[src/svie_pkg.sv]
`timescale 1ns / 1ps

package svie_pkg;

  localparam logic [3:0] OP_ASSERT   = 4'd0;
  localparam logic [3:0] OP_PUSH     = 4'd1;
  localparam logic [3:0] OP_SIZE_RD  = 4'd2;
  localparam logic [3:0] OP_SIZE_SET = 4'd3;
  localparam logic [3:0] OP_ADD      = 4'd4;
  localparam logic [3:0] OP_SUB      = 4'd5;
  localparam logic [3:0] OP_STORE    = 4'd6;
  localparam logic [3:0] OP_LOAD     = 4'd7;
  localparam logic [3:0] OP_GT       = 4'd8;
  localparam logic [3:0] OP_GE       = 4'd9;
  localparam logic [3:0] OP_LT       = 4'd10;
  localparam logic [3:0] OP_LE       = 4'd11;
  localparam logic [3:0] OP_EQ       = 4'd12;
  localparam logic [3:0] OP_SELECT   = 4'd13;
  localparam logic [3:0] OP_GOTO     = 4'd14;

  localparam logic [2:0] ST_OK          = 3'd0;
  localparam logic [2:0] ST_ASSERT_FAIL = 3'd1;
  localparam logic [2:0] ST_UNKNOWN_OP  = 3'd2;
  localparam logic [2:0] ST_UNDERFLOW   = 3'd3;
  localparam logic [2:0] ST_OVERFLOW    = 3'd4;
  localparam logic [2:0] ST_BAD_HEAP    = 3'd5;

  typedef struct packed {
    logic [1:0] pops;
    logic       push;
    logic       is_heap;
    logic       is_store;
    logic       is_size_set;
    logic       is_goto;
    logic       unknown;
    logic       assert_fail;
  } svie_dec_t;

  function automatic logic [63:0] sext32(input logic [31:0] v);
    return {{32{v[31]}}, v};
  endfunction

endpackage

[src/svie_alu.sv]
`timescale 1ns / 1ps

module svie_alu
  import svie_pkg::*;
(
  input  logic [3:0]  op_i,
  input  logic [63:0] arg1_i,
  input  logic [63:0] arg2_i,
  input  logic [63:0] tos_i,
  input  logic [63:0] nos_i,
  input  logic [63:0] heap_i,
  input  logic [63:0] size_i,
  output svie_dec_t   dec_o,
  output logic [63:0] res_o
);

  logic [63:0] a;
  logic        a_lt;
  logic        arg_lt;

  assign a      = sext32(tos_i[31:0]);
  assign a_lt   = $signed(a) < $signed(arg1_i);
  assign arg_lt = $signed(arg1_i) < $signed(a);

  always_comb begin
    dec_o             = '0;
    res_o             = '0;
    dec_o.assert_fail = (a != arg1_i);
    case (op_i)
      OP_ASSERT:   dec_o.pops = 2'd1;
      OP_PUSH: begin
        dec_o.push = 1'b1;
        res_o      = arg1_i;
      end
      OP_SIZE_RD: begin
        dec_o.push = 1'b1;
        res_o      = size_i;
      end
      OP_SIZE_SET: begin
        dec_o.pops        = 2'd1;
        dec_o.is_size_set = 1'b1;
      end
      OP_ADD: begin
        dec_o.pops = 2'd2;
        dec_o.push = 1'b1;
        res_o      = sext32(nos_i[31:0] + tos_i[31:0]);
      end
      OP_SUB: begin
        dec_o.pops = 2'd2;
        dec_o.push = 1'b1;
        res_o      = sext32(nos_i[31:0] - tos_i[31:0]);
      end
      OP_STORE: begin
        dec_o.pops     = 2'd1;
        dec_o.is_heap  = 1'b1;
        dec_o.is_store = 1'b1;
      end
      OP_LOAD: begin
        dec_o.push    = 1'b1;
        dec_o.is_heap = 1'b1;
        res_o         = sext32(heap_i[31:0]);
      end
      OP_GT: begin
        dec_o.pops = 2'd1;
        dec_o.push = 1'b1;
        res_o      = {63'd0, arg_lt};
      end
      OP_GE: begin
        dec_o.pops = 2'd1;
        dec_o.push = 1'b1;
        res_o      = {63'd0, !a_lt};
      end
      OP_LT: begin
        dec_o.pops = 2'd1;
        dec_o.push = 1'b1;
        res_o      = {63'd0, a_lt};
      end
      OP_LE: begin
        dec_o.pops = 2'd1;
        dec_o.push = 1'b1;
        res_o      = {63'd0, !arg_lt};
      end
      OP_EQ: begin
        dec_o.pops = 2'd1;
        dec_o.push = 1'b1;
        res_o      = {63'd0, (a == arg1_i)};
      end
      OP_SELECT: begin
        dec_o.pops = 2'd1;
        dec_o.push = 1'b1;
        res_o      = (tos_i[31:0] != 32'd0) ? arg1_i : arg2_i;
      end
      OP_GOTO:     dec_o.is_goto = 1'b1;
      default:     dec_o.unknown = 1'b1;
    endcase
  end

endmodule

[config.mk]
export PLATFORM = sky130hd
export DESIGN_NAME = svie_alu
export DESIGN_NICKNAME = d
export VERILOG_FILES = /design/src/svie_pkg.sv /design/src/svie_alu.sv
export SDC_FILE = /design/constraint.sdc
export NUM_CORES = 1
export LEC_CHECK = 0
export CAP_MARGIN = 20
export CORE_AREA = 2 2 182 184
export DETAILED_ROUTE_END_ITERATION = 10
export DIE_AREA = 0 0 184 186
export DONT_BUFFER_PORTS = 1
export SLEW_MARGIN = 15
export SYNTH_ARGS = -nofsm -noshare
export SYNTH_HDL_FRONTEND = slang
export SYNTH_SLANG_ARGS = --single-unit
[constraint.sdc]
create_clock -name vclk -period 7.6
set_clock_uncertainty 0.05 [all_clocks]
set_input_delay 2.28 -clock vclk [all_inputs]
set_output_delay 2.28 -clock vclk [all_outputs]
set_load 0.1 [all_outputs]
==> results of run 1 <==
==> cell families (layout without fill, tap and decap cells) <==
logic type                 Yosys count  after routing  share of synthesized area
buffers and inverters              144            232                     0.0850
and+or+nand+nor                    316            316                      0.220
muxes                               39             39                     0.0589
adders and majority gates          128            128                      0.221
other                                0              6                          0
AOI/OAI and AO/OA                  397            397                      0.407
xor gates and xnor gates             7              7                    0.00837
==> cells in the final DEF, fill, tap and decap left out, types with 11 or more instances in the layout <==
cell type,n
nand2_1,76
inv_1,64
nor2_1,50
a21o_1,37
a211oi_1,11
a21oi_1,72
ha_1,122
buf_4,118
nand4_1,59
nor4_1,14
nor3_1,21
nand3_1,26
o21ai_0,40
a222oi_1,58
nor2b_1,12
buf_6,17
mux2_2,33
buf_12,17
o211ai_1,17
==> area by class of cell <==
type | instances | area share
multi-input cells | 887 | 0.741
repair buffers | 160 | 0.174
well taps | 408 | 0.0541
inverters | 72 | 0.0298
diodes | 6 | 0.00159
==> power breakdown <==
group	leakage, uW	internal, uW	switching, uW
clock network	0.0000000380	0.000106	0
logic	0.00404	329	667
registers	0	0	0
total	0.00404	329	667
==> per-stage QoR <==
step	setup WS [ps]	hold WS, ps	utilization	cell area, um2	TNS, ps
4_1_cts	15.3	4700	0.288	9270	0
5_1_grt	-14.6	4710	0.293	9430	-22.4
3_5_place_dp	-251	4700	0.287	9260	-7720
2_1_floorplan	-463	4950	-	7480	-968
6_report	93.4	4710	0.293	9430	0
3_3_place_gp	-180	4700	0.287	9260	-5140
==> routing by layer <==
layer	vias up	wire length (um)
li1	4312	-
met1	4328	16000
met2	442	19500
met5	-	0
met3	57	2630
met4	0	1140
==> worst max-delay path by stage <==
| stage | to | cells after the start |
|---|---|---|
| 6_report | res_o[30] | 13 |
| 4_1_cts | res_o[56] | 14 |
| 3_3_place_gp | res_o[56] | 14 |
| 2_1_floorplan | res_o[0] | 11 |
| 5_1_grt | res_o[30] | 14 |
| 3_5_place_dp | res_o[56] | 14 |
==> timing repair <==
action / CTS / global route
resized for setup: 2 / 30
buffers inserted: 0 / 0
setup endpoints to repair: 39 / 44
pin swaps: 0 / 2
==> qor.yml, run 1 <==
worst_setup_path:
  cp-end-kind: "primary output"
  path_delay_family: "compound AO/OA/AOI/OAI gates"
  worstPathRequired_ps: 5270
  critical_path.most_common_cell: "a211oi_2"
  crit_slowest_cell: "fa_2"
  critPathKind: "in2out"
  crit_path_start_kind: "input pin"
  max_stage_delay_ps: 380
  startpoint: "tos_i[0]"
  critPathMaxFanout: 4
  cp_num_buf_inv: 2
  path_cells: "ha_4 > fa_2 > nor2b_4 > o311ai_4 > a211oi_2 > a211oi_2 > buf_4 > o31ai_4 > a311oi_4 > o31ai_1 > a21o_1 > a221o_2 > buf_12"
  cp_data_arrival_time_ps: 5180
min_path:
  min-delay-start: "op_i[1]"
  whs_path_depth: 1
  hold_end: "dec_o[8]"
  holdCritPathClass: "in2out"
floorplanning:
  io_pins: 461
  coreArea_um2: 32200
  initial_core_util: 0.228
  die_y_um: 186
  die_x_um: 184
  rows: 66
  die_area_um2: 34200
placed_design:
  dp.cells: 1526
  dp_hpwl_mm: 33.5
  port_buffers: 0
  gp_congestion: 0.949
logic_synthesis:
  syn_area_um2: 7330
  synth_area_leaders: "ha_1, a222oi_1, a21oi_1"
  synthMostInstantiatedCell: "ha_1"
  synth_top_area_share: 0.215
  yosysWarnings: 0
  mappedNetlistNets: 1547
  ys_seq_area_frac: 0
  synth_common_cells: "ha_1, a21oi_1, nand2_1"
  avgSynthCellArea_um2: 7.11
  ys_types: 81
  synthCells: 1031
  synth.largest_area_cell: "ha_1"
grt:
  grt_max_degree: 39
  met3_usage: 0.0270
  antenna_found_initial: 6
  grtUsageMet1: 0.253
  grt.busiest_layer: "met2"
  grt_pass1_vias: 9028
  grtUsageMet2: 0.407
  grt-ovfl-total: 0
  grtUsageTotal: 0.214
  grt_first_pass_wirelength_mm: 55.8
cells_and_area:
  drive_gt1_frac: 0.247
  regArea_um2: 0
  instances_no_fill: 1533
  nets: 1637
  areaGrowthSynthToFinish_pct: 28.7
  n_fill_cell: 3476
  multi_input_area_um2: 6990
  n_clock_buffer: 0
  seq_cells: 0
drt:
  first_pass_iters: 9
  via_per_inst: 5.96
  drt_first_iter_violations: 838
  vias: 9139
  drc: 0
  antenna_left: 0
  wl_mm: 39.2
  wl_per_cell_um: 25.6
run_status:
  outcome: "finished, final reports clean"
sta:
  fmax_ghz: 0.133
  fin_crit_ps: 7510
  finalMaxSlewViolations: 0
  relSlewSlack: 0.265
  finalHoldViolCount: 0
  finalCritPeriodShare: 0.988
  rsz0062_at_grt: "true"
  setup_viol: 0
  worstMarginPinSlew_ps: 1100
power_and_ir_drop:
  leakage_uw: 0.00404
  pwr_density_cell_nw_per_um2: 106
  ir_drop_mv: 0.0737
  p_total_uw: 996
job:
  cap_violations: 0
clocking:
  postCtsHoldBufs: 0
No activity file was read; power rests on OpenSTA's default activity.
==> run 2: changes to the inputs <==
--- a/config.mk
+++ b/config.mk
@@ -10,6 +10,7 @@
 export DETAILED_ROUTE_END_ITERATION = 10
 export DIE_AREA = 0 0 184 186
 export DONT_BUFFER_PORTS = 1
+export PLACE_DENSITY_LB_ADDON = 0.1
 export SLEW_MARGIN = 15
 export SYNTH_ARGS = -nofsm -noshare
 export SYNTH_HDL_FRONTEND = slang
==> qor.yml, run 2 (same netlist as run 1, synthesis figures left out) <==
clocking:
  postCtsHoldBufs: 0  # unchanged
  cts_setup_buffers: 0  # unchanged
grt:
  grt_max_degree: 39  # unchanged
  grt-ovfl-total: 0  # unchanged
  grtUsageTotal: 0.215  # was 0.214
  grt_pass1_vias: 8992  # was 9,028
  antenna_found_initial: 3  # was 6
  grt_first_pass_wirelength_mm: 55.6  # was 55.8 mm
drt:
  drc: 0  # unchanged
  wl_per_cell_um: 25.2  # was 25.6 um
  via_per_inst: 5.87  # was 5.96
  antenna_left: 0  # unchanged
  vias: 9157  # was 9,139
  wl_mm: 39.3  # was 39.2 mm
  drt_first_iter_violations: 761  # was 838
  first_pass_iters: 9  # unchanged
worst_setup_path:
  critPathMaxFanout: 6  # was 4
  crit_path_start_kind: "input pin"  # unchanged
  cp-end-kind: "primary output"  # unchanged
  critPathKind: "in2out"  # unchanged
  cp_data_arrival_time_ps: 5170  # was 5180 ps
  worstPathRequired_ps: 5270  # about the same
min_path:
  whs_path_depth: 1  # unchanged
  holdCritPathClass: "in2out"  # unchanged
sta:
  finalMaxSlewViolations: 0  # unchanged
  worstMarginPinSlew_ps: 1160  # was 1100 ps
  fin_crit_ps: 7500  # was 7510 ps
  relSlewSlack: 0.228  # was 0.265
  finalHoldViolCount: 0  # unchanged
  setup_viol: 0  # unchanged
  rsz0062_at_grt: "true"  # unchanged
  fmax_ghz: 0.133  # about the same
  whs_ps: 4690  # was 4710 ps
  finalCritPeriodShare: 0.986  # was 0.988
placed_design:
  dp_hpwl_mm: 33.5  # about the same
  gp_congestion: 0.908  # was 0.949
  port_buffers: 0  # unchanged
cells_and_area:
  areaGrowthSynthToFinish_pct: 31.6  # was 28.7%
  nets: 1669  # was 1,637
  regArea_um2: 0  # unchanged
  seq_cells: 0  # unchanged
  final_cell_mix: "buf_4, ha_1, nand2_1"  # was ha_1, buf_4, nand2_1
  n_fill_cell: 3557  # was 3,476
  final_common_cell: "buf_4"  # was ha_1
  n_clock_buffer: 0  # unchanged
  drive_gt1_frac: 0.266  # was 0.247
power_and_ir_drop:
  leakage_uw: 0.00419  # was 0.00404 uW
  pwr_density_cell_nw_per_um2: 106  # about the same
  ir_drop_mv: 0.0755  # was 0.0737 mV
  p_total_uw: 1020  # was 996 uW
floorplanning:
  initial_core_util: 0.228  # unchanged
  rows: 66  # unchanged
  coreArea_um2: 32200  # unchanged
  die_area_um2: 34200  # unchanged
  io_pins: 461  # unchanged
  die_y_um: 186  # unchanged
  die_x_um: 184  # unchanged
run_status:
  outcome: "finished, final reports clean"  # unchanged
job:
  cap_violations: 0  # unchanged
[run 2: power by group]
part / switching (uW) / total (uW) / internal, uW
combinational: 676 / 1020 / 344
sequential: 0 / 0 / 0
clock: 0 / 0.0000353 / 0.0000353
[run 2: worst paths after layout]
check,start,to,slack [ps]
max,tos_i[17],res_o[30],100
min,op_i[1],dec_o[8],4690
[run 2: what timing repair did]
item                       CTS  global route
hold endpoints to repair     0             0
pin swaps                    0             4
setup endpoints to repair   36            46
resized for setup            3            37
[run 2: layout make-up]
cell class / instances / area [um2] / area share
Multi-Input combinational cell: 887 / 6980 / 0.724
Tap cell: 408 / 510 / 0.0529
Inverter: 72 / 282 / 0.0292
Timing Repair Buffer: 192 / 1860 / 0.193
Antenna cell: 2 / 5.00 / 0.000519
[run 2: routing by layer]
layer	vias to the layer above	share of wire	global-route usage
li1	4371	-	-
met1	4299	0.40	0.255
met2	426	0.48	0.388
met3	61	0.079	0.0382
met4	0	0.036	0.0736
met5	-	0	0
[run 2: critical path, cell delays in order]
cell and delay, ps:
inv_1 40, ha_1 400, buf_4 190, inv_2 50, a2111oi_1 380, o31a_1 240, o32a_1 220, o31ai_4 110
a311oi_4 370, o31ai_1 110, a21o_1 190, a221o_2 390, buf_12 180
[run 2: stage by stage]
stage	std cells	TNS, ps	utilization	cell area (um2)	setup WS, ps
6_report	1561	0	0.299	9640	104
2_1_floorplan	1031	-968	-	7480	-463
5_1_grt	1561	-77.6	0.299	9640	-29.9
3_5_place_dp	1559	-1330	0.295	9490	-79.1
4_1_cts	1559	0	0.295	9500	10.5
3_3_place_gp	1559	-2530	0.295	9490	-111
==> run 3: changes to the inputs <==
==> constraint.sdc (replaced) <==
create_clock -name vclk -period 7.6
set_clock_uncertainty 0.05 [all_clocks]
set_input_delay 2.28 -clock vclk [all_inputs]
set_output_delay 2.28 -clock vclk [all_outputs]
set_load 0.05 [all_outputs]
==> qor.yml, run 3 (same netlist as run 1, synthesis figures left out) <==
run_status:
  outcome: "finished, final reports clean"  # unchanged
drt:
  wl_mm: 39.0  # was 39.3 mm
  via_per_inst: 5.88  # was 5.87
  wl_per_cell_um: 25.5  # was 25.2 um
  drt_first_iter_violations: 713  # was 761
  vias: 9004  # was 9,157
  drc: 0  # unchanged
  antenna_left: 0  # unchanged
  first_pass_iters: 8  # was 9
cells_and_area:
  seq_cells: 0  # unchanged
  drive_gt1_frac: 0.226  # was 0.266
  final_cell_mix: "buf_4, ha_1, a21oi_1"  # was buf_4, ha_1, nand2_1
  final_common_cell: "buf_4"  # unchanged
  nets: 1640  # was 1,669
  regArea_um2: 0  # unchanged
  diodes: 0  # was 2
  post-route-util: 0.280  # was 0.299
  final_area_um2: 9020  # was 9640 um2
  instances_no_fill: 1530  # was 1,561
  multi_input_area_um2: 6880  # was 6980 um2
  n_fill_cell: 3639  # was 3,557
  areaGrowthSynthToFinish_pct: 23.0  # was 31.6%
  n_clock_buffer: 0  # unchanged
sta:
  fmax_ghz: 0.134  # was 0.133 GHz
  rsz0062_at_grt: "false"  # was true
  setup_viol: 0  # unchanged
  finalHoldViolCount: 0  # unchanged
  relSlewSlack: 0.286  # was 0.228
  worstMarginPinSlew_ps: 1070  # was 1160 ps
  finalMaxSlewViolations: 0  # unchanged
  finalCritPeriodShare: 0.981  # was 0.986
  fin_crit_ps: 7460  # was 7500 ps
placed_design:
  dp_hpwl_mm: 32.9  # was 33.5 mm
  dp.cells: 1528  # was 1,559
  port_buffers: 0  # unchanged
  place_area_um2: 8880  # was 9490 um2
  gp_congestion: 0.860  # was 0.908
floorplanning:
  die_x_um: 184  # unchanged
  io_pins: 461  # unchanged
  die_area_um2: 34200  # unchanged
  coreArea_um2: 32200  # unchanged
  die_y_um: 186  # unchanged
  initial_core_util: 0.228  # unchanged
  rows: 66  # unchanged
min_path:
  min-delay-start: "op_i[2]"  # was op_i[1]
  hold_end: "dec_o[3]"  # was dec_o[8]
  whs_path_depth: 1  # unchanged
  holdCritPathClass: "in2out"  # unchanged
grt:
  grt_first_pass_wirelength_mm: 55.6  # about the same
  antenna_found_initial: 1  # was 3
  grt-ovfl-total: 0  # unchanged
  grt_max_degree: 39  # unchanged
  grtUsageTotal: 0.214  # was 0.215
  grt_pass1_vias: 9038  # was 8,992
power_and_ir_drop:
  ir_drop_mv: 0.0439  # was 0.0755 mV
  pwr_density_cell_nw_per_um2: 84.1  # was 106 nW/um2
  leakage_uw: 0.00395  # was 0.00419 uW
job:
  cap_violations: 0  # unchanged
worst_setup_path:
  worstPathRequired_ps: 5270  # about the same
  cp-end-kind: "primary output"  # unchanged
  cp_data_arrival_time_ps: 5130  # was 5170 ps
  critPathMaxFanout: 4  # was 6
  crit_path_start_kind: "input pin"  # unchanged
  critPathKind: "in2out"  # unchanged
clocking:
  postCtsHoldBufs: 0  # unchanged
==> run 3: cell count changes in the layout (fill, tap and decap cells not counted), moves of 3 or more <==
cell | before | now
a21oi_2 | 8 | 3
nor2_1 | 51 | 56
buf_6 | 18 | 1
a21oi_1 | 73 | 78
buf_16 | 7 | 0
inv_1 | 64 | 67
buf_12 | 16 | 10
nor2_2 | 8 | 3
buf_4 | 149 | 152
o21ai_0 | 39 | 44
o21ai_1 | 8 | 5
ha_4 | 4 | 1
==> run 3: how the worst max path moves through the flow <==
| stage | start | end | cells past startpoint |
|---|---|---|---|
| after floorplan | nos_i[0] | res_o[18] | 13 |
| after detailed placement | tos_i[3] | res_o[34] | 15 |
| after global routing | nos_i[0] | res_o[18] | 16 |
| after CTS | tos_i[3] | res_o[34] | 15 |
| after global placement | tos_i[3] | res_o[34] | 15 |
| final | tos_i[0] | res_o[30] | 13 |
==> run 3: layer usage <==
layer | share of wire | vias to the layer above | GRT usage
met5 | 0 | - | 0
met4 | 0.016 | 0 | 0.0320
met3 | 0.067 | 27 | 0.0331
met2 | 0.49 | 375 | 0.397
met1 | 0.43 | 4291 | 0.264
li1 | - | 4311 | -
==> run 3: repair_timing <==
item | CTS | global route
setup endpoints to repair | 30 | 48
hold endpoints to repair | 0 | 0
resized for setup | 1 | 23
pin swaps | 0 | 10
setup buffers | 0 | 2
==> run 3: metrics by stage <==
step | setup TNS (ps) | setup WS (ps) | total power, uW | hold slack, ps
after floorplan | 0 | 108 | 516 | 4790
after global placement | -923 | -47.1 | 746 | 4640
after detailed placement | -1840 | -83.1 | 743 | 4640
after CTS | 0 | 20.9 | 747 | 4640
after global routing | 0 | 2.25 | 819 | 4640
final | 0 | 144 | 759 | 4640
==> run 3: power by group <==
| part | switching, uW | total, uW | internal [uW] |
|---|---|---|---|
| sequential | 0 | 0 | 0 |
| clock | 0 | 0 | 0 |
| combinational | 482 | 759 | 277 |
| total | 482 | 759 | 277 |
==> run 3: layout make-up <==
class / instances / share of cell area
Timing Repair Buffer: 163 / 0.150
Tap cell: 408 / 0.0566
Inverter: 72 / 0.0300
Multi-Input combinational cell: 887 / 0.763
==> run 3: critical path, stage by stage <==
cell and delay (ps):
ha_1 200, fa_1 390, nor2b_2 190, o311ai_4 300
a211oi_2 140, a211oi_2 170, buf_4 170, o31ai_4 80
a311oi_4 350, o31ai_1 100, a21o_1 190, a221o_1 370
buf_12 170
